## src/rtl/clst_pkg.sv

```systemverilog
`timescale 1ns / 1ps

package clst_pkg;

   // Sizing
   localparam int NAME_MAX     = 63;
   localparam int STRING_STORE = 1024;
   localparam int NAME_LEN_W   = $clog2(NAME_MAX + 1);
   localparam int STR_OFF_W    = $clog2(STRING_STORE + 1);
   localparam int RQ_DEPTH     = 4;
   localparam int RQ_PTR_W     = $clog2(RQ_DEPTH);
   localparam int RQ_CNT_W     = $clog2(RQ_DEPTH + 1);

   localparam logic [NAME_LEN_W-1:0] NAME_LIMIT  = NAME_LEN_W'(NAME_MAX);
   localparam logic [STR_OFF_W-1:0]  STORE_LIMIT = STR_OFF_W'(STRING_STORE);

   // Result packing on the output data bus
   localparam int KIND_W     = 4;
   localparam int VALUE_W    = 64;
   localparam int ERR_W      = 3;
   localparam int KIND_LSB   = 0;
   localparam int VALUE_LSB  = KIND_LSB + KIND_W;
   localparam int ERR_LSB    = VALUE_LSB + VALUE_W;
   localparam int RSP_DATA_W = ((ERR_LSB + ERR_W + 7) / 8) * 8;

   // Token kinds
   localparam logic [KIND_W-1:0] K_END   = 4'd0;
   localparam logic [KIND_W-1:0] K_CHAR  = 4'd1;
   localparam logic [KIND_W-1:0] K_NAME  = 4'd2;
   localparam logic [KIND_W-1:0] K_INT   = 4'd3;
   localparam logic [KIND_W-1:0] K_STR   = 4'd4;
   localparam logic [KIND_W-1:0] K_AND   = 4'd5;
   localparam logic [KIND_W-1:0] K_OR    = 4'd6;
   localparam logic [KIND_W-1:0] K_NONE  = 4'd7;
   localparam logic [KIND_W-1:0] K_KW0   = 4'd8;
   localparam logic [KIND_W-1:0] K_NBYTE = 4'd12;
   localparam logic [KIND_W-1:0] K_SBYTE = 4'd13;
   localparam logic [KIND_W-1:0] K_ERR   = 4'd14;

   // Error codes
   localparam logic [ERR_W-1:0] E_NONE      = 3'd0;
   localparam logic [ERR_W-1:0] E_ESCAPE    = 3'd1;
   localparam logic [ERR_W-1:0] E_UNCLOSED  = 3'd2;
   localparam logic [ERR_W-1:0] E_NAME_LONG = 3'd3;
   localparam logic [ERR_W-1:0] E_STORE     = 3'd4;

   // Characters
   localparam logic [7:0] CH_NUL    = 8'h00;
   localparam logic [7:0] CH_TAB    = 8'h09;
   localparam logic [7:0] CH_LF     = 8'h0A;
   localparam logic [7:0] CH_CR     = 8'h0D;
   localparam logic [7:0] CH_SPACE  = 8'h20;
   localparam logic [7:0] CH_QUOTE  = 8'h22;
   localparam logic [7:0] CH_AMP    = 8'h26;
   localparam logic [7:0] CH_SLASH  = 8'h2F;
   localparam logic [7:0] CH_0      = 8'h30;
   localparam logic [7:0] CH_9      = 8'h39;
   localparam logic [7:0] CH_UA     = 8'h41;
   localparam logic [7:0] CH_UZ     = 8'h5A;
   localparam logic [7:0] CH_BSLASH = 8'h5C;
   localparam logic [7:0] CH_UNDER  = 8'h5F;
   localparam logic [7:0] CH_LA     = 8'h61;
   localparam logic [7:0] CH_LN     = 8'h6E;
   localparam logic [7:0] CH_LZ     = 8'h7A;
   localparam logic [7:0] CH_BAR    = 8'h7C;

   typedef enum logic [9:0] {
      M_IDLE    = 10'b00_0000_0001,
      M_INT     = 10'b00_0000_0010,
      M_NAME    = 10'b00_0000_0100,
      M_STR     = 10'b00_0000_1000,
      M_ESC     = 10'b00_0001_0000,
      M_SLASH   = 10'b00_0010_0000,
      M_COMMENT = 10'b00_0100_0000,
      M_AMP     = 10'b00_1000_0000,
      M_BAR     = 10'b01_0000_0000,
      M_HALT    = 10'b10_0000_0000
   } mode_type;

   typedef struct packed {
      logic [KIND_W-1:0]  kind;
      logic [VALUE_W-1:0] value;
      logic [ERR_W-1:0]   err;
      logic               last;
   } res_type;

   typedef struct packed {
      logic [1:0] count;
      res_type    res0;
      res_type    res1;
   } push_type;

   // Keyword spellings, padded with zeros
   localparam logic [7:0] KW_TEXT [4][6] = '{
      '{8'h76, 8'h6F, 8'h69, 8'h64, 8'h00, 8'h00},
      '{8'h69, 8'h66, 8'h00, 8'h00, 8'h00, 8'h00},
      '{8'h66, 8'h6F, 8'h72, 8'h00, 8'h00, 8'h00},
      '{8'h72, 8'h65, 8'h74, 8'h75, 8'h72, 8'h6E}
   };
   localparam logic [2:0] KW_LEN [4] = '{3'd4, 3'd2, 3'd3, 3'd6};

   function automatic logic [7:0] kw_char(input logic [1:0] k,
                                          input logic [NAME_LEN_W-1:0] pos);
      logic [7:0] ch;
      ch = CH_NUL;
      if (pos < NAME_LEN_W'(6)) begin
         ch = KW_TEXT[k][pos[2:0]];
      end
      return ch;
   endfunction

   // Drop candidates whose spelling differs at this position
   function automatic logic [3:0] kw_narrow(input logic [3:0] cand,
                                            input logic [NAME_LEN_W-1:0] pos,
                                            input logic [7:0] b);
      logic [3:0] keep;
      for (int k = 0; k < 4; k++) begin
         keep[k] = cand[k] && (kw_char(2'(k), pos) == b);
      end
      return keep;
   endfunction

endpackage

```

## src/rtl/clst_core.sv

```systemverilog
`timescale 1ns / 1ps

module clst_core
   import clst_pkg::*;
(
   input  logic       clock,
   input  logic       reset,
   input  logic       fire,
   input  logic [7:0] src_byte,
   output push_type   push
);

   mode_type               mode_ff, mode_in;
   logic [VALUE_W-1:0]     acc_ff, acc_in;
   logic [NAME_LEN_W-1:0]  name_len_ff, name_len_in;
   logic [3:0]             kw_ff, kw_in;
   logic [STR_OFF_W-1:0]   str_off_ff, str_off_in;
   logic [STR_OFF_W-1:0]   str_start_ff, str_start_in;

   logic       is_digit, is_lower, is_upper, is_blank, name_more, store_full;
   logic       f_valid, s_valid, restart;
   res_type    f_res, s_res, slot0, slot1;
   logic [1:0] n_res;
   logic [KIND_W-1:0] name_kind;

   assign is_digit   = (src_byte >= CH_0) && (src_byte <= CH_9);
   assign is_lower   = (src_byte >= CH_LA) && (src_byte <= CH_LZ);
   assign is_upper   = (src_byte >= CH_UA) && (src_byte <= CH_UZ);
   assign is_blank   = (src_byte == CH_SPACE) || (src_byte == CH_TAB) ||
                       (src_byte == CH_LF) || (src_byte == CH_CR);
   assign name_more  = (src_byte == CH_UNDER) || is_lower || is_digit;
   assign store_full = (str_off_ff >= STORE_LIMIT);

   always_comb begin
      name_kind = K_NAME;
      for (int k = 0; k < 4; k++) begin
         if (kw_ff[k] && (name_len_ff == NAME_LEN_W'(KW_LEN[k]))) begin
            name_kind = K_KW0 + KIND_W'(k);
         end
      end
   end

   always_comb begin
      mode_in      = mode_ff;
      acc_in       = acc_ff;
      name_len_in  = name_len_ff;
      kw_in        = kw_ff;
      str_off_in   = str_off_ff;
      str_start_in = str_start_ff;
      f_valid      = 1'b0;
      f_res        = '0;
      s_valid      = 1'b0;
      s_res        = '0;
      restart      = 1'b0;

      // Finish or extend the token in progress
      unique case (mode_ff)
         M_IDLE: begin
            restart = 1'b1;
         end
         M_INT: begin
            if (is_digit) begin
               acc_in = (acc_ff << 3) + (acc_ff << 1) + VALUE_W'(src_byte - CH_0);
            end else begin
               f_valid = 1'b1;
               f_res   = '{kind: K_INT, value: acc_ff, err: E_NONE, last: 1'b0};
               restart = 1'b1;
            end
         end
         M_NAME: begin
            if (name_more) begin
               f_valid = 1'b1;
               if (name_len_ff >= NAME_LIMIT) begin
                  f_res   = '{kind: K_ERR, value: '0, err: E_NAME_LONG, last: 1'b0};
                  mode_in = M_HALT;
               end else begin
                  kw_in       = kw_narrow(kw_ff, name_len_ff, src_byte);
                  name_len_in = name_len_ff + 1'b1;
                  f_res = '{kind: K_NBYTE, value: VALUE_W'(src_byte), err: E_NONE,
                            last: 1'b0};
               end
            end else begin
               f_valid = 1'b1;
               f_res   = '{kind: name_kind, value: VALUE_W'(name_len_ff), err: E_NONE,
                           last: 1'b0};
               restart = 1'b1;
            end
         end
         M_STR: begin
            priority if (src_byte == CH_NUL) begin
               f_valid = 1'b1;
               f_res   = '{kind: K_ERR, value: '0, err: E_UNCLOSED, last: 1'b0};
               mode_in = M_HALT;
            end else if (src_byte == CH_BSLASH) begin
               mode_in = M_ESC;
            end else begin
               f_valid = 1'b1;
               if (store_full) begin
                  f_res   = '{kind: K_ERR, value: '0, err: E_STORE, last: 1'b0};
                  mode_in = M_HALT;
               end else if (src_byte == CH_QUOTE) begin
                  // terminator takes a slot in the store
                  str_off_in = str_off_ff + 1'b1;
                  f_res = '{kind: K_STR, value: VALUE_W'(str_start_ff), err: E_NONE,
                            last: 1'b0};
                  mode_in = M_IDLE;
               end else begin
                  str_off_in = str_off_ff + 1'b1;
                  f_res = '{kind: K_SBYTE, value: VALUE_W'(src_byte), err: E_NONE,
                            last: 1'b0};
               end
            end
         end
         M_ESC: begin
            f_valid = 1'b1;
            if (src_byte != CH_LN) begin
               f_res   = '{kind: K_ERR, value: '0, err: E_ESCAPE, last: 1'b0};
               mode_in = M_HALT;
            end else if (store_full) begin
               f_res   = '{kind: K_ERR, value: '0, err: E_STORE, last: 1'b0};
               mode_in = M_HALT;
            end else begin
               str_off_in = str_off_ff + 1'b1;
               f_res = '{kind: K_SBYTE, value: VALUE_W'(CH_LF), err: E_NONE, last: 1'b0};
               mode_in = M_STR;
            end
         end
         M_SLASH: begin
            if (src_byte == CH_SLASH) begin
               mode_in = M_COMMENT;
            end else begin
               f_valid = 1'b1;
               f_res   = '{kind: K_CHAR, value: VALUE_W'(CH_SLASH), err: E_NONE,
                           last: 1'b0};
               restart = 1'b1;
            end
         end
         M_COMMENT: begin
            priority if (src_byte == CH_NUL) begin
               f_valid = 1'b1;
               f_res   = '{kind: K_END, value: '0, err: E_NONE, last: 1'b0};
               mode_in = M_IDLE;
            end else if ((src_byte == CH_LF) || (src_byte == CH_CR)) begin
               mode_in = M_IDLE;
            end else begin
               mode_in = M_COMMENT;
            end
         end
         M_AMP, M_BAR: begin
            f_valid = 1'b1;
            if ((mode_ff == M_AMP) && (src_byte == CH_AMP)) begin
               f_res   = '{kind: K_AND, value: '0, err: E_NONE, last: 1'b0};
               mode_in = M_IDLE;
            end else if ((mode_ff == M_BAR) && (src_byte == CH_BAR)) begin
               f_res   = '{kind: K_OR, value: '0, err: E_NONE, last: 1'b0};
               mode_in = M_IDLE;
            end else begin
               f_res   = '{kind: K_NONE, value: '0, err: E_NONE, last: 1'b0};
               restart = 1'b1;
            end
         end
         M_HALT: begin
            mode_in = M_HALT;
         end
         default: begin
            mode_in = M_HALT;
         end
      endcase

      // Take the byte as the start of a new token
      if (restart) begin
         mode_in = M_IDLE;
         priority if (src_byte == CH_NUL) begin
            s_valid = 1'b1;
            s_res   = '{kind: K_END, value: '0, err: E_NONE, last: 1'b0};
         end else if (is_blank) begin
            mode_in = M_IDLE;
         end else if (is_digit) begin
            acc_in  = VALUE_W'(src_byte - CH_0);
            mode_in = M_INT;
         end else if ((src_byte == CH_UNDER) || is_lower || is_upper) begin
            kw_in       = kw_narrow(4'hF, '0, src_byte);
            name_len_in = NAME_LEN_W'(1);
            s_valid     = 1'b1;
            s_res = '{kind: K_NBYTE, value: VALUE_W'(src_byte), err: E_NONE, last: 1'b0};
            mode_in     = M_NAME;
         end else if (src_byte == CH_QUOTE) begin
            str_start_in = str_off_ff;
            mode_in      = M_STR;
         end else if (src_byte == CH_SLASH) begin
            mode_in = M_SLASH;
         end else if (src_byte == CH_AMP) begin
            mode_in = M_AMP;
         end else if (src_byte == CH_BAR) begin
            mode_in = M_BAR;
         end else begin
            s_valid = 1'b1;
            s_res = '{kind: K_CHAR, value: VALUE_W'(src_byte), err: E_NONE, last: 1'b0};
         end
      end
   end

   // Order the results and mark the final one of the run
   always_comb begin
      slot0 = f_valid ? f_res : s_res;
      slot1 = s_res;
      n_res = 2'(f_valid) + 2'(s_valid);
      if (n_res == 2'd2) begin
         slot1.last = 1'b1;
      end else begin
         slot0.last = 1'b1;
      end
      push.count = fire ? n_res : 2'd0;
      push.res0  = slot0;
      push.res1  = slot1;
   end

   always_ff @(posedge clock) begin
      if (reset) begin
         mode_ff      <= M_IDLE;
         acc_ff       <= '0;
         name_len_ff  <= '0;
         kw_ff        <= '0;
         str_off_ff   <= '0;
         str_start_ff <= '0;
      end else if (fire) begin
         mode_ff      <= mode_in;
         acc_ff       <= acc_in;
         name_len_ff  <= name_len_in;
         kw_ff        <= kw_in;
         str_off_ff   <= str_off_in;
         str_start_ff <= str_start_in;
      end
   end

endmodule

```

## src/rtl/clst_rsp_queue.sv

```systemverilog
`timescale 1ns / 1ps

module clst_rsp_queue
   import clst_pkg::*;
(
   input  logic     clock,
   input  logic     reset,
   input  push_type push,
   output logic     room,
   output logic     out_valid,
   output res_type  out_res,
   input  logic     out_ready
);

   res_type               mem_ff [RQ_DEPTH];
   logic [RQ_PTR_W-1:0]   wr_ptr_ff, wr_ptr_in, rd_ptr_ff, rd_ptr_in;
   logic [RQ_CNT_W-1:0]   count_ff, count_in;
   logic [RQ_PTR_W-1:0]   wr_next;
   logic                  pop;

   assign out_valid = (count_ff != '0);
   assign out_res   = mem_ff[rd_ptr_ff];
   assign pop       = out_valid && out_ready;
   // keep space for a full run of two results
   assign room      = (count_ff <= RQ_CNT_W'(RQ_DEPTH - 2));
   assign wr_next   = wr_ptr_ff + 1'b1;

   assign wr_ptr_in = wr_ptr_ff + RQ_PTR_W'(push.count);
   assign rd_ptr_in = rd_ptr_ff + RQ_PTR_W'(pop);
   assign count_in  = count_ff + RQ_CNT_W'(push.count) - RQ_CNT_W'(pop);

   always_ff @(posedge clock) begin
      if (push.count != 2'd0) begin
         mem_ff[wr_ptr_ff] <= push.res0;
      end
      if (push.count == 2'd2) begin
         mem_ff[wr_next] <= push.res1;
      end
   end

   always_ff @(posedge clock) begin
      if (reset) begin
         wr_ptr_ff <= '0;
         rd_ptr_ff <= '0;
         count_ff  <= '0;
      end else begin
         wr_ptr_ff <= wr_ptr_in;
         rd_ptr_ff <= rd_ptr_in;
         count_ff  <= count_in;
      end
   end

endmodule

```

## src/rtl/c_like_source_tokenizer.sv

```systemverilog
`timescale 1ns / 1ps
// An accepted byte is held in the input register and decoded from there; its tokens enter the
//   result queue when the queue has room, and are offered on rsp_ from the queue registers.
// Throughput: one byte per cycle while bytes give at most one token each and the result queue
//   has room; a byte that gives two tokens needs two transfers on the single result port.
// Reset clears the lexer mode, counters and result queue; an error halts output until reset.

module c_like_source_tokenizer
   import clst_pkg::*;
(
   input  logic                  clock,
   input  logic                  reset,
   input  logic                  req_tvalid,
   output logic                  req_tready,
   input  logic [7:0]            req_tdata,  // [7:0] source_byte
   output logic                  rsp_tvalid,
   input  logic                  rsp_tready,
   output logic [RSP_DATA_W-1:0] rsp_tdata,  // [3:0] token_kind, [67:4] token_value,
                                             // [70:68] error_code, [71] zero
   output logic                  rsp_tlast   // last_of_run
);

   logic       in_valid_ff, in_valid_in;
   logic [7:0] in_byte_ff;
   logic       room, fire;
   push_type   push;
   res_type    out_res;

   assign fire        = in_valid_ff && room;
   assign req_tready  = !in_valid_ff || fire;
   assign in_valid_in = (req_tvalid && req_tready) || (in_valid_ff && !fire);

   always_ff @(posedge clock) begin
      if (reset) begin
         in_valid_ff <= 1'b0;
      end else begin
         in_valid_ff <= in_valid_in;
      end
   end

   always_ff @(posedge clock) begin
      if (req_tvalid && req_tready) begin
         in_byte_ff <= req_tdata;
      end
   end

   clst_core u_core (
      .clock    (clock),
      .reset    (reset),
      .fire     (fire),
      .src_byte (in_byte_ff),
      .push     (push)
   );

   clst_rsp_queue u_queue (
      .clock     (clock),
      .reset     (reset),
      .push      (push),
      .room      (room),
      .out_valid (rsp_tvalid),
      .out_res   (out_res),
      .out_ready (rsp_tready)
   );

   always_comb begin
      rsp_tdata = '0;
      rsp_tdata[KIND_LSB +: KIND_W]   = out_res.kind;
      rsp_tdata[VALUE_LSB +: VALUE_W] = out_res.value;
      rsp_tdata[ERR_LSB +: ERR_W]     = out_res.err;
      rsp_tlast = out_res.last;
   end

   // An error is always the final token of its run
   a_err_last: assert property (@(posedge clock) disable iff (reset)
      (rsp_tvalid && (rsp_tdata[KIND_LSB +: KIND_W] == K_ERR)) |-> rsp_tlast)
      else $error("error token not marked last");

   // Error code is set exactly on error tokens
   a_err_code: assert property (@(posedge clock) disable iff (reset)
      rsp_tvalid |-> ((rsp_tdata[KIND_LSB +: KIND_W] == K_ERR) ==
                      (rsp_tdata[ERR_LSB +: ERR_W] != E_NONE)))
      else $error("error code does not match token kind");

   // A byte waiting for queue space stays in the input register
   a_in_hold: assert property (@(posedge clock) disable iff (reset)
      (in_valid_ff && !fire) |=> (in_valid_ff && $stable(in_byte_ff)))
      else $error("pending input byte lost");

endmodule

```

## config.mk

```make
export PLATFORM = sky130hd
export DESIGN_NAME = c_like_source_tokenizer
export DESIGN_NICKNAME = d
export VERILOG_FILES = /design/src/rtl/clst_pkg.sv /design/src/rtl/clst_core.sv /design/src/rtl/clst_rsp_queue.sv /design/src/rtl/c_like_source_tokenizer.sv
export SDC_FILE = /design/constraint.sdc
export NUM_CORES = 1
export LEC_CHECK = 0
export BUFFER_PORTS_ARGS = -buffer_cell sky130_fd_sc_hd__buf_4
export CAP_MARGIN = 20
export CORE_MARGIN = 2
export CORE_UTILIZATION = 55
export CTS_CLUSTER_SIZE = 28
export DETAILED_ROUTE_END_ITERATION = 7
export GPL_TIMING_DRIVEN = 0
export MAX_ROUTING_LAYER = met4
export PLACE_DENSITY_LB_ADDON = 0.3
export REMOVE_ABC_BUFFERS = 1
export SYNTH_ARGS = -nofsm -noshare
export SYNTH_HDL_FRONTEND = slang
export SYNTH_SLANG_ARGS = --single-unit
```

## constraint.sdc

```tcl
create_clock -name clock -period 7 [get_ports clock]
set_input_delay 0.7 -clock clock [delete_from_list [all_inputs] [get_ports clock]]
set_output_delay 0.7 -clock clock [all_outputs]
set_load 0.02 [all_outputs]
```

==> results of run 1 <==
==> power breakdown <==
part	internal, mW	total, mW	leakage [nW]	switching [mW]
sequential	2.47	2.65	3.46	0.182
combinational	0.667	1.71	6.68	1.04
clock	1.39	2.38	0.716	0.985
==> final timing paths <==
kind | end | startpoint | slack, ns
hold reg to reg | u_queue.mem_ff[1][37]$_SDFFE_PP0P_ | u_queue.mem_ff[1][37]$_SDFFE_PP0P_ | 0.45
hold / removal | in_byte_ff[7]$_DFFE_PP_ | req_tdata[7] | 0.29
setup / recovery | u_queue.mem_ff[0][4]$_DFFE_PP_ | in_byte_ff[4]$_DFFE_PP_ | 0.37
setup reg to reg | u_queue.mem_ff[0][4]$_DFFE_PP_ | in_byte_ff[4]$_DFFE_PP_ | 0.37
==> cells in the mapped netlist (27+ instances only) <==
cell type | count | area (um^2)
a21o_1 | 104 | 781
a21oi_1 | 178 | 891
and3_1 | 27 | 169
clkbuf_1 | 154 | 578
dfxtp_1 | 354 | 7090
edfxtp_1 | 56 | 1680
ha_1 | 138 | 1730
inv_1 | 45 | 169
mux4_2 | 72 | 1620
nand2_1 | 449 | 1690
nand3_1 | 48 | 240
nand4_1 | 30 | 188
nor2_1 | 134 | 503
nor3_1 | 31 | 155
o21ai_0 | 351 | 1760
o22ai_1 | 39 | 244
xnor2_1 | 38 | 333
xor2_1 | 91 | 797
==> routing by layer <==
layer  vias up  part of all wire, %
li1       9623                    -
met1     10011                   43
met2       926                   46
met3       114                  8.9
met4         0                  1.9
met5         -                    0
==> cell families (layout without fill, tap and decap cells) <==
group | Yosys count | count (layout) | synth area share (%)
AO/OA/AOI/OAI | 854 | 854 | 22.4
AND/OR/NAND/NOR | 815 | 817 | 15.8
flip-flops | 410 | 410 | 37.8
buffers and inverters | 227 | 240 | 3.77
other | 1 | 1 | 0.0162
adder cells (fa/ha/maj) | 145 | 145 | 8.05
XOR/XNOR | 129 | 129 | 4.87
multiplexers | 80 | 80 | 7.34
==> worst max-delay path, stage by stage (launching register included) <==
cell	delay [ns]
edfxtp_1	0.72
inv_1	0.30
ha_1	0.25
nor3b_1	0.65
nand2_1	0.35
and4_1	0.36
or3_1	0.35
a311oi_2	0.70
inv_1	0.25
ha_1	0.48
nor3_1	1.00
nor2_4	0.30
inv_1	0.53
==> sequential cells by signal, summed over array words and instances, names as in the netlist <==
name	flops
u_core.name_len_ff	6
u_queue.wr_ptr_ff	2
in_valid_ff	1
u_core.str_start_ff	11
u_core.str_off_ff	11
u_core.acc_ff	64
u_queue.mem_ff	288
u_queue.count_ff	3
u_core.mode_ff	10
u_queue.rd_ptr_ff	2
in_byte_ff	8
u_core.kw_ff	4
==> per-stage QoR <==
stage | instances | util (%) | instance area [um^2] | TNS (ns) | hold slack [ns]
floorplan | 2479 | - | 22500 | -302.24 | 0.420
global placement | 3103 | 57.0 | 23800 | -2186.50 | 0.428
detailed placement | 3132 | 58.3 | 24300 | 0 | 0.437
CTS | 3208 | 61.7 | 25800 | 0 | 0.265
global route | 3215 | 62.0 | 25900 | 0 | 0.269
finish | 3215 | 62.0 | 25900 | 0 | 0.291
==> layout make-up <==
class                           instances  area, um^2
Fill cell                            3501       15900
Multi-Input combinational cell       2026       13600
Sequential cell                       410        8780
Clock buffer                           65        1290
Timing Repair Buffer                  119        1180
Tap cell                              539         674
Clock inverter                         11         170
Inverter                               45         169
==> what timing repair did <==
action                                  4_1_cts  5_1_grt
endpoints found under the setup margin        0       25
buffers inserted                              0        0
gates resized for setup                       0        3
hold buffers                                  0        0
==> impl_results.md, run 1 <==
- Wire per inst: 21.4 um
- DR iter-0 viols: 2180
- Sequential area share after synthesis: 37.8%
- RSZ-0062 raised after global routing: no
- H-tree lvl count: 2
- Rel. slew slack: 19.2%
- Root Buffer: clkbuf_16
- FF-to-FF path depth: 12
- Hold path cells: 1
- Final Worst Setup Slack: 0.371 ns
- Post-DR vias/cell: about 6.4
- Placer congestion estimate: 0.950
- Async S/R FF share, synth: 0%
- Grt met2 use: 49.0%
- Fin. Hold Viols: 0
- Share of cells above drive strength 1: 11.1%
- Gr busiest metal: met2
- Vias: 20674
- Routed Antenna Nets: 0
- Crit path capture type: register
- Vias in the first global route: about 20000
- Clock latency on the worst-skew pair: 0.58 ns
- Synth Flop Type: dfxtp_1
- Leak: 10.9 nW
- Netlist cell types: 78
- Area Overhead vs Synth: 11.6%
- Fin nets: 2802
- Met1 global-route usage: a little over two fifths
- Die X: 209 um
- Router iterations before antenna repair: 6
- EDFF count, synth: 56
- Worst EP required: between 7 and 8 ns
- Total GRT Usage: between 30% and 40%
- Die Ht: between 200 and 250 um
- Tmin final: between 6 and 7 ns
- CP arrival: 6.84 ns
- Fmax: 0.151 GHz
- # DRC: 0
- Count of buffers from port buffering: 85
- Setup CP Type: register to register
- Power Density: 260 mW/mm^2
- Post-DP HPWL: 47200 um
- CTS tree: done
- Outcome: finished clean
- CTS clk-pin slew, worst paths: roughly 0.070 ns
- Largest net degree at the start of global routing: 85
- Synthesized cell area: 0.0232 mm^2
- Std-Cell Rows: 75
- Initial antenna violation count: 0
- Crit-path max FO: 20
- First-pass GRT wire length: about 110000 um
- Core ar.: approximately 0.042 mm^2
- Total Power: 6.73 mW
- N_diodes: 0
- Clock Tree Buf Depth: 3
- Fin. max-slew vios: 0
- Starting Density: 55.5%
- Synthesized area per cell: 8.72 um^2
- Worst Skew: 0.0298 ns
- Most frequent cells in the layout: 449 x nand2_1, 352 x dfxtp_1, 351 x o21ai_0
- Pre-CTS WS: 0.235 ns
- WL final: around 70000 um
- Global route overflow: 0
- Max Cap Viol: 0
- Final Cycle Share: 94.7%
- # clock sinks: 410
- Slew @ Worst Pin: 1.20 ns
- Met3 GRT Util: 6.05%
- Most common cell after layout, fill and taps aside: nand2_1
- Final setup vio count: 0
- CP startpoint kind: register
- CTS Buf Count: 43
- Min-Delay Path Class: input pin to register
- Syn Inst Count: 2661
- Peak VDD IR: 0.224 mV
- Post-synthesis register bit count: 410
- YS warnings: 0
- Number of I/O pins: 87
- Die area: 0.0438 mm^2
(Power assumes the default switching activity.)
==> inputs of run 2 (changes only) <==
--- a/config.mk
+++ b/config.mk
@@ -17,4 +17,5 @@
 export REMOVE_ABC_BUFFERS = 1
 export SYNTH_ARGS = -nofsm -noshare
 export SYNTH_HDL_FRONTEND = slang
+export SYNTH_HIERARCHICAL = 1
 export SYNTH_SLANG_ARGS = --single-unit
==> run 2 against run 1 <==
Critical path depth is 4 higher. Utilization fell by 0.24 points. Design area grew 17%. Sequential power increased by 12%. Synthesized cell count fell by 11%. Global-route usage fell by 2.3 points. Via count is 5.2% lower. Combinational power increased by 42%. Worst hold slack gained 0.0080 ns. Synthesized area is 18% higher. Critical endpoint is now u_queue/mem_ff[0][57]$_DFFE_PP_. Largest cell class unchanged.
==> impl_results.md, run 2 <==
- Share of cells above drive strength 1: 24.3% (+13 points)
- Total GRT Usage: 29.3% (-2.3 points)
- Synthesized area per cell: 11.5 um^2 (+32%)
- Final Worst Setup Slack: 0.836 ns (+0.465 ns)
- Worst-path cell chain: clkinv_1, ha_1, nand3b_1, o32a_1, and4_1, nor4b_4, nor2_1, ha_1, and2_1, nand4b_1, buf_8, buf_8, o31ai_4, buf_8, buf_16, buf_8
- Most frequent cells in the layout: 296 x edfxtp_1, 177 x a21oi_1, 151 x nor2_1
- P_sw: 2.55 mW (+15%)
- Worst Skew: 0.0224 ns (-0.00737 ns)
- Most numerous cell in the Yosys netlist: edfxtp_1
- Count of buffers from port buffering: 85 (unchanged)
- Final core occ: 61.8% (-0.24 points)
- CP startpoint kind: register
- Initial antenna violation count: 0 (unchanged)
- Met3 GRT Util: 5.06% (-0.99 points)
- Pre-CTS WS: 0.920 ns (+0.685 ns)
- Clock latency on the worst-skew pair: 0.58 ns (about the same)
- Met1 global-route usage: 38.9% (-3.7 points)
- Core ar.: 0.0491 mm^2 (+17%)
- Outcome: finished clean
- Post-synthesis register bit count: 410 (unchanged)
- Root Buffer: clkbuf_16
- # clock sinks: 410 (unchanged)
- Share of total power in combinational logic: 31.8% (+6.4 points)
- # DRC: 0 (unchanged)
- Starting Density: 55.9% (+0.41 points)
- Largest register FFs: 288 (unchanged)
- Area Overhead vs Synth: 10.4%
- Routed Antenna Nets: 0 (unchanged)
- Leak: 11.9 nW (+9.3%)
- Crit-path slowest cell: edfxtp_1
- Sequential Area: 0.0112 mm^2 (+27%)
- Die Ht: 227 um (+8.6%)
- Die area: 0.0517 mm^2 (+18%)
- Fillers: 3808 (+8.8%)
- Rel. slew slack: 30.3% (+11 points)
- Area of the multi-input gates: 0.0151 mm^2 (+11%)
- Final setup vio count: 0 (unchanged)
- Vias in the first global route: 19655 (-1.3%)
- Power Density: 252 mW/mm^2 (-3.1%)
- Biggest register: u_queue/mem_ff
- Largest net degree at the start of global routing: 93 (+9.4%)
- Yosys top cell by area: edfxtp_1
- Gr busiest metal: met2
- Worst path max stage delay: 0.71 ns (-0.29 ns)
- Commonest cells in the netlist: 296 x edfxtp_1, 177 x a21oi_1, 155 x nor2_1
- Post-DP HPWL: 52200 um (+11%)
- Grt met2 use: 46.8% (-2.2 points)
- Post-DR vias/cell: 6.31 (-1.9%)
- Sequential area share after synthesis: 40.7% (+2.9 points)
- Min-Delay Path Class: input pin to register
- N_diodes: 0 (unchanged)
- H-tree lvl count: 2 (unchanged)
- Syn Inst Count: 2377 (-11%)
- Slew @ Worst Pin: 1.04 ns (-0.163 ns)
- Wire per inst: 23.5 um (+10%)
- Tmin final: 6.16 ns (-0.465 ns)
- CTS Buf Count: 44 (+2.3%)
- WL final: 73000 um (+6.3%)
- Top Registers: u_queue/mem_ff x288, u_core/acc_ff x64
- CP arrival: 6.43 ns (-0.41 ns)
- EDFF count, synth: 296 (+430%)
- Clock Tree Buf Depth: 3 (unchanged)
- Hold buffer count at cts: 0 (unchanged)
- Top post-synthesis cells by area: edfxtp_1 32%, dfxtp_1 8.3%, mux2_4 7.6%
- Crit-path max FO: 14 (-30%)
- Clock power share: 29.1% (-6.2 points)
- Std-Cell Rows: 81 (+8.0%)
- Fin. max-slew vios: 0 (unchanged)
- Fmax: 0.162 GHz (+7.5%)
- Fin nets: 2562 (-8.6%)
- Post-CTS setup repair buffer count: 0 (unchanged)
- Netlist cell types: 98 (+26%)
- Fin. Hold Viols: 0 (unchanged)
- Post-synth top area share: 32.4% (+1.8 points)
- Placer congestion estimate: 0.944 (-0.68%)
- Worst EP required: 7.27 ns (+0.06 ns)
- Max Cap Viol: 0 (unchanged)
- Most common cell after layout, fill and taps aside: edfxtp_1
- Setup CP Type: register to register
- First-pass GRT wire length: 114000 um (+4.9%)
- Post-CTS Resized: 0 (unchanged)
- Most common cell on crit path: buf_8
- Sequential share of power: 39.1% (-0.2 points)
- DR iter-0 viols: 1802 (-17%)
- Total Power: 7.64 mW (+13%)
- Synth Flop Type: edfxtp_1
- Async S/R FF share, synth: 0% (unchanged)
- Global route overflow: 0 (unchanged)
- Number of I/O pins: 87 (unchanged)
- Internal power: 5.09 mW (+12%)
- Crit path capture type: register
- Peak VDD IR: 0.240 mV (+7.1%)
- YS warnings: 6 (+6)
- CTS tree: done
- Final Cycle Share: 88.1% (-6.6 points)
- Router iterations before antenna repair: 5 (-1)
- CTS clk-pin slew, worst paths: 0.06 ns (about the same)
- RSZ-0062 raised after global routing: no
- Switching portion of total power: 33.4% (+0.59 points)
- Die X: 227 um (+8.6%)
- Vias: 19591 (-5.2%)
- Synthesized cell area: 0.0274 mm^2 (+18%)
run 2: cell count changes in the layout (fill, tap and decap cells not counted), sizes merged, moves of 20 or more:
cell    change
and3       +41
o21ai     -232
edfxtp    +240
o22ai      -34
xor2       -44
dfxtp     -240
nor2       +20
nand3      -26
a21o       -57
nand2     -320
conb       +60
mux2      +290
fa         +40
ha         -41
run 2: layer usage:
metal / part of all wire, % / wire length (um)
met3: 6.6 / 4820
met1: 43 / 31700
met5: 0 / 0
met2: 48 / 34800
met4: 2.2 / 1640
run 2: final cells by class:
| class | count | area share, % |
|---|---|---|
| clock buffer | 63 | 4.02 |
| multi-input combinational | 1772 | 50.0 |
| inverter | 41 | 0.508 |
| sequential | 410 | 36.9 |
| timing repair buffer | 137 | 5.40 |
| tap | 664 | 2.74 |
| clock inverter | 18 | 0.479 |
run 2: worst max-delay path: cells and delay by family (launching register included):
kind,cells,cell delay (ns)
AND/OR/NAND/NOR,6,2.06
buffers and inverters,6,1.78
adder cells (fa/ha/maj),2,0.75
flip-flops,1,0.71
AO/OA/AOI/OAI,2,0.51
run 2: cells by family (layout without fill, tap and decap cells):
family,count (synthesis),count (layout),share of synthesized area (%)
other,2,61,0.0274
buffers and inverters,254,259,5.27
flip-flops,410,410,40.7
XOR/XNOR,91,91,3.00
AO/OA/AOI/OAI,519,519,11.9
multiplexers,383,383,20.5
AND/OR/NAND/NOR,574,574,10.8
adder cells (fa/ha/maj),144,144,7.85
run 2: metrics by stage:
stage	setup TNS, ns	hold slack, ns	std cells	area [um^2]
after floorplan	-687.07	0.439	2223	26400
after global placement	-4298.08	0.471	2972	27800
after detailed placement	0	0.484	3023	28900
after CTS	0	0.276	3104	30300
after global routing	0	0.290	3105	30300
final	0	0.299	3105	30300
run 2: power by group through the flow:
stage	Clock, mW	Sequential [mW]	Combinational [mW]
global route	2.34	3.01	2.63
floorplan	0	3.01	1.60
CTS	2.25	2.98	2.42
global placement	0	3.15	2.27
finish	2.22	2.98	2.43
detailed placement	0	3.04	2.40
run 2: final timing paths:
kind                                                    from                              end  slack (ns)  cells past startpoint
worst max-delay path                 in_byte_ff[4]$_DFFE_PP_  u_queue/mem_ff[0][57]$_DFFE_PP_        0.84                     16
worst min-delay path                            req_tdata[1]          in_byte_ff[1]$_DFFE_PP_        0.30                      1
worst max register to register       in_byte_ff[4]$_DFFE_PP_  u_queue/mem_ff[0][57]$_DFFE_PP_        0.84                     16
worst min register to register  u_core/kw_ff[0]$_SDFFE_PP0P_     u_core/kw_ff[0]$_SDFFE_PP0P_        0.50                      2
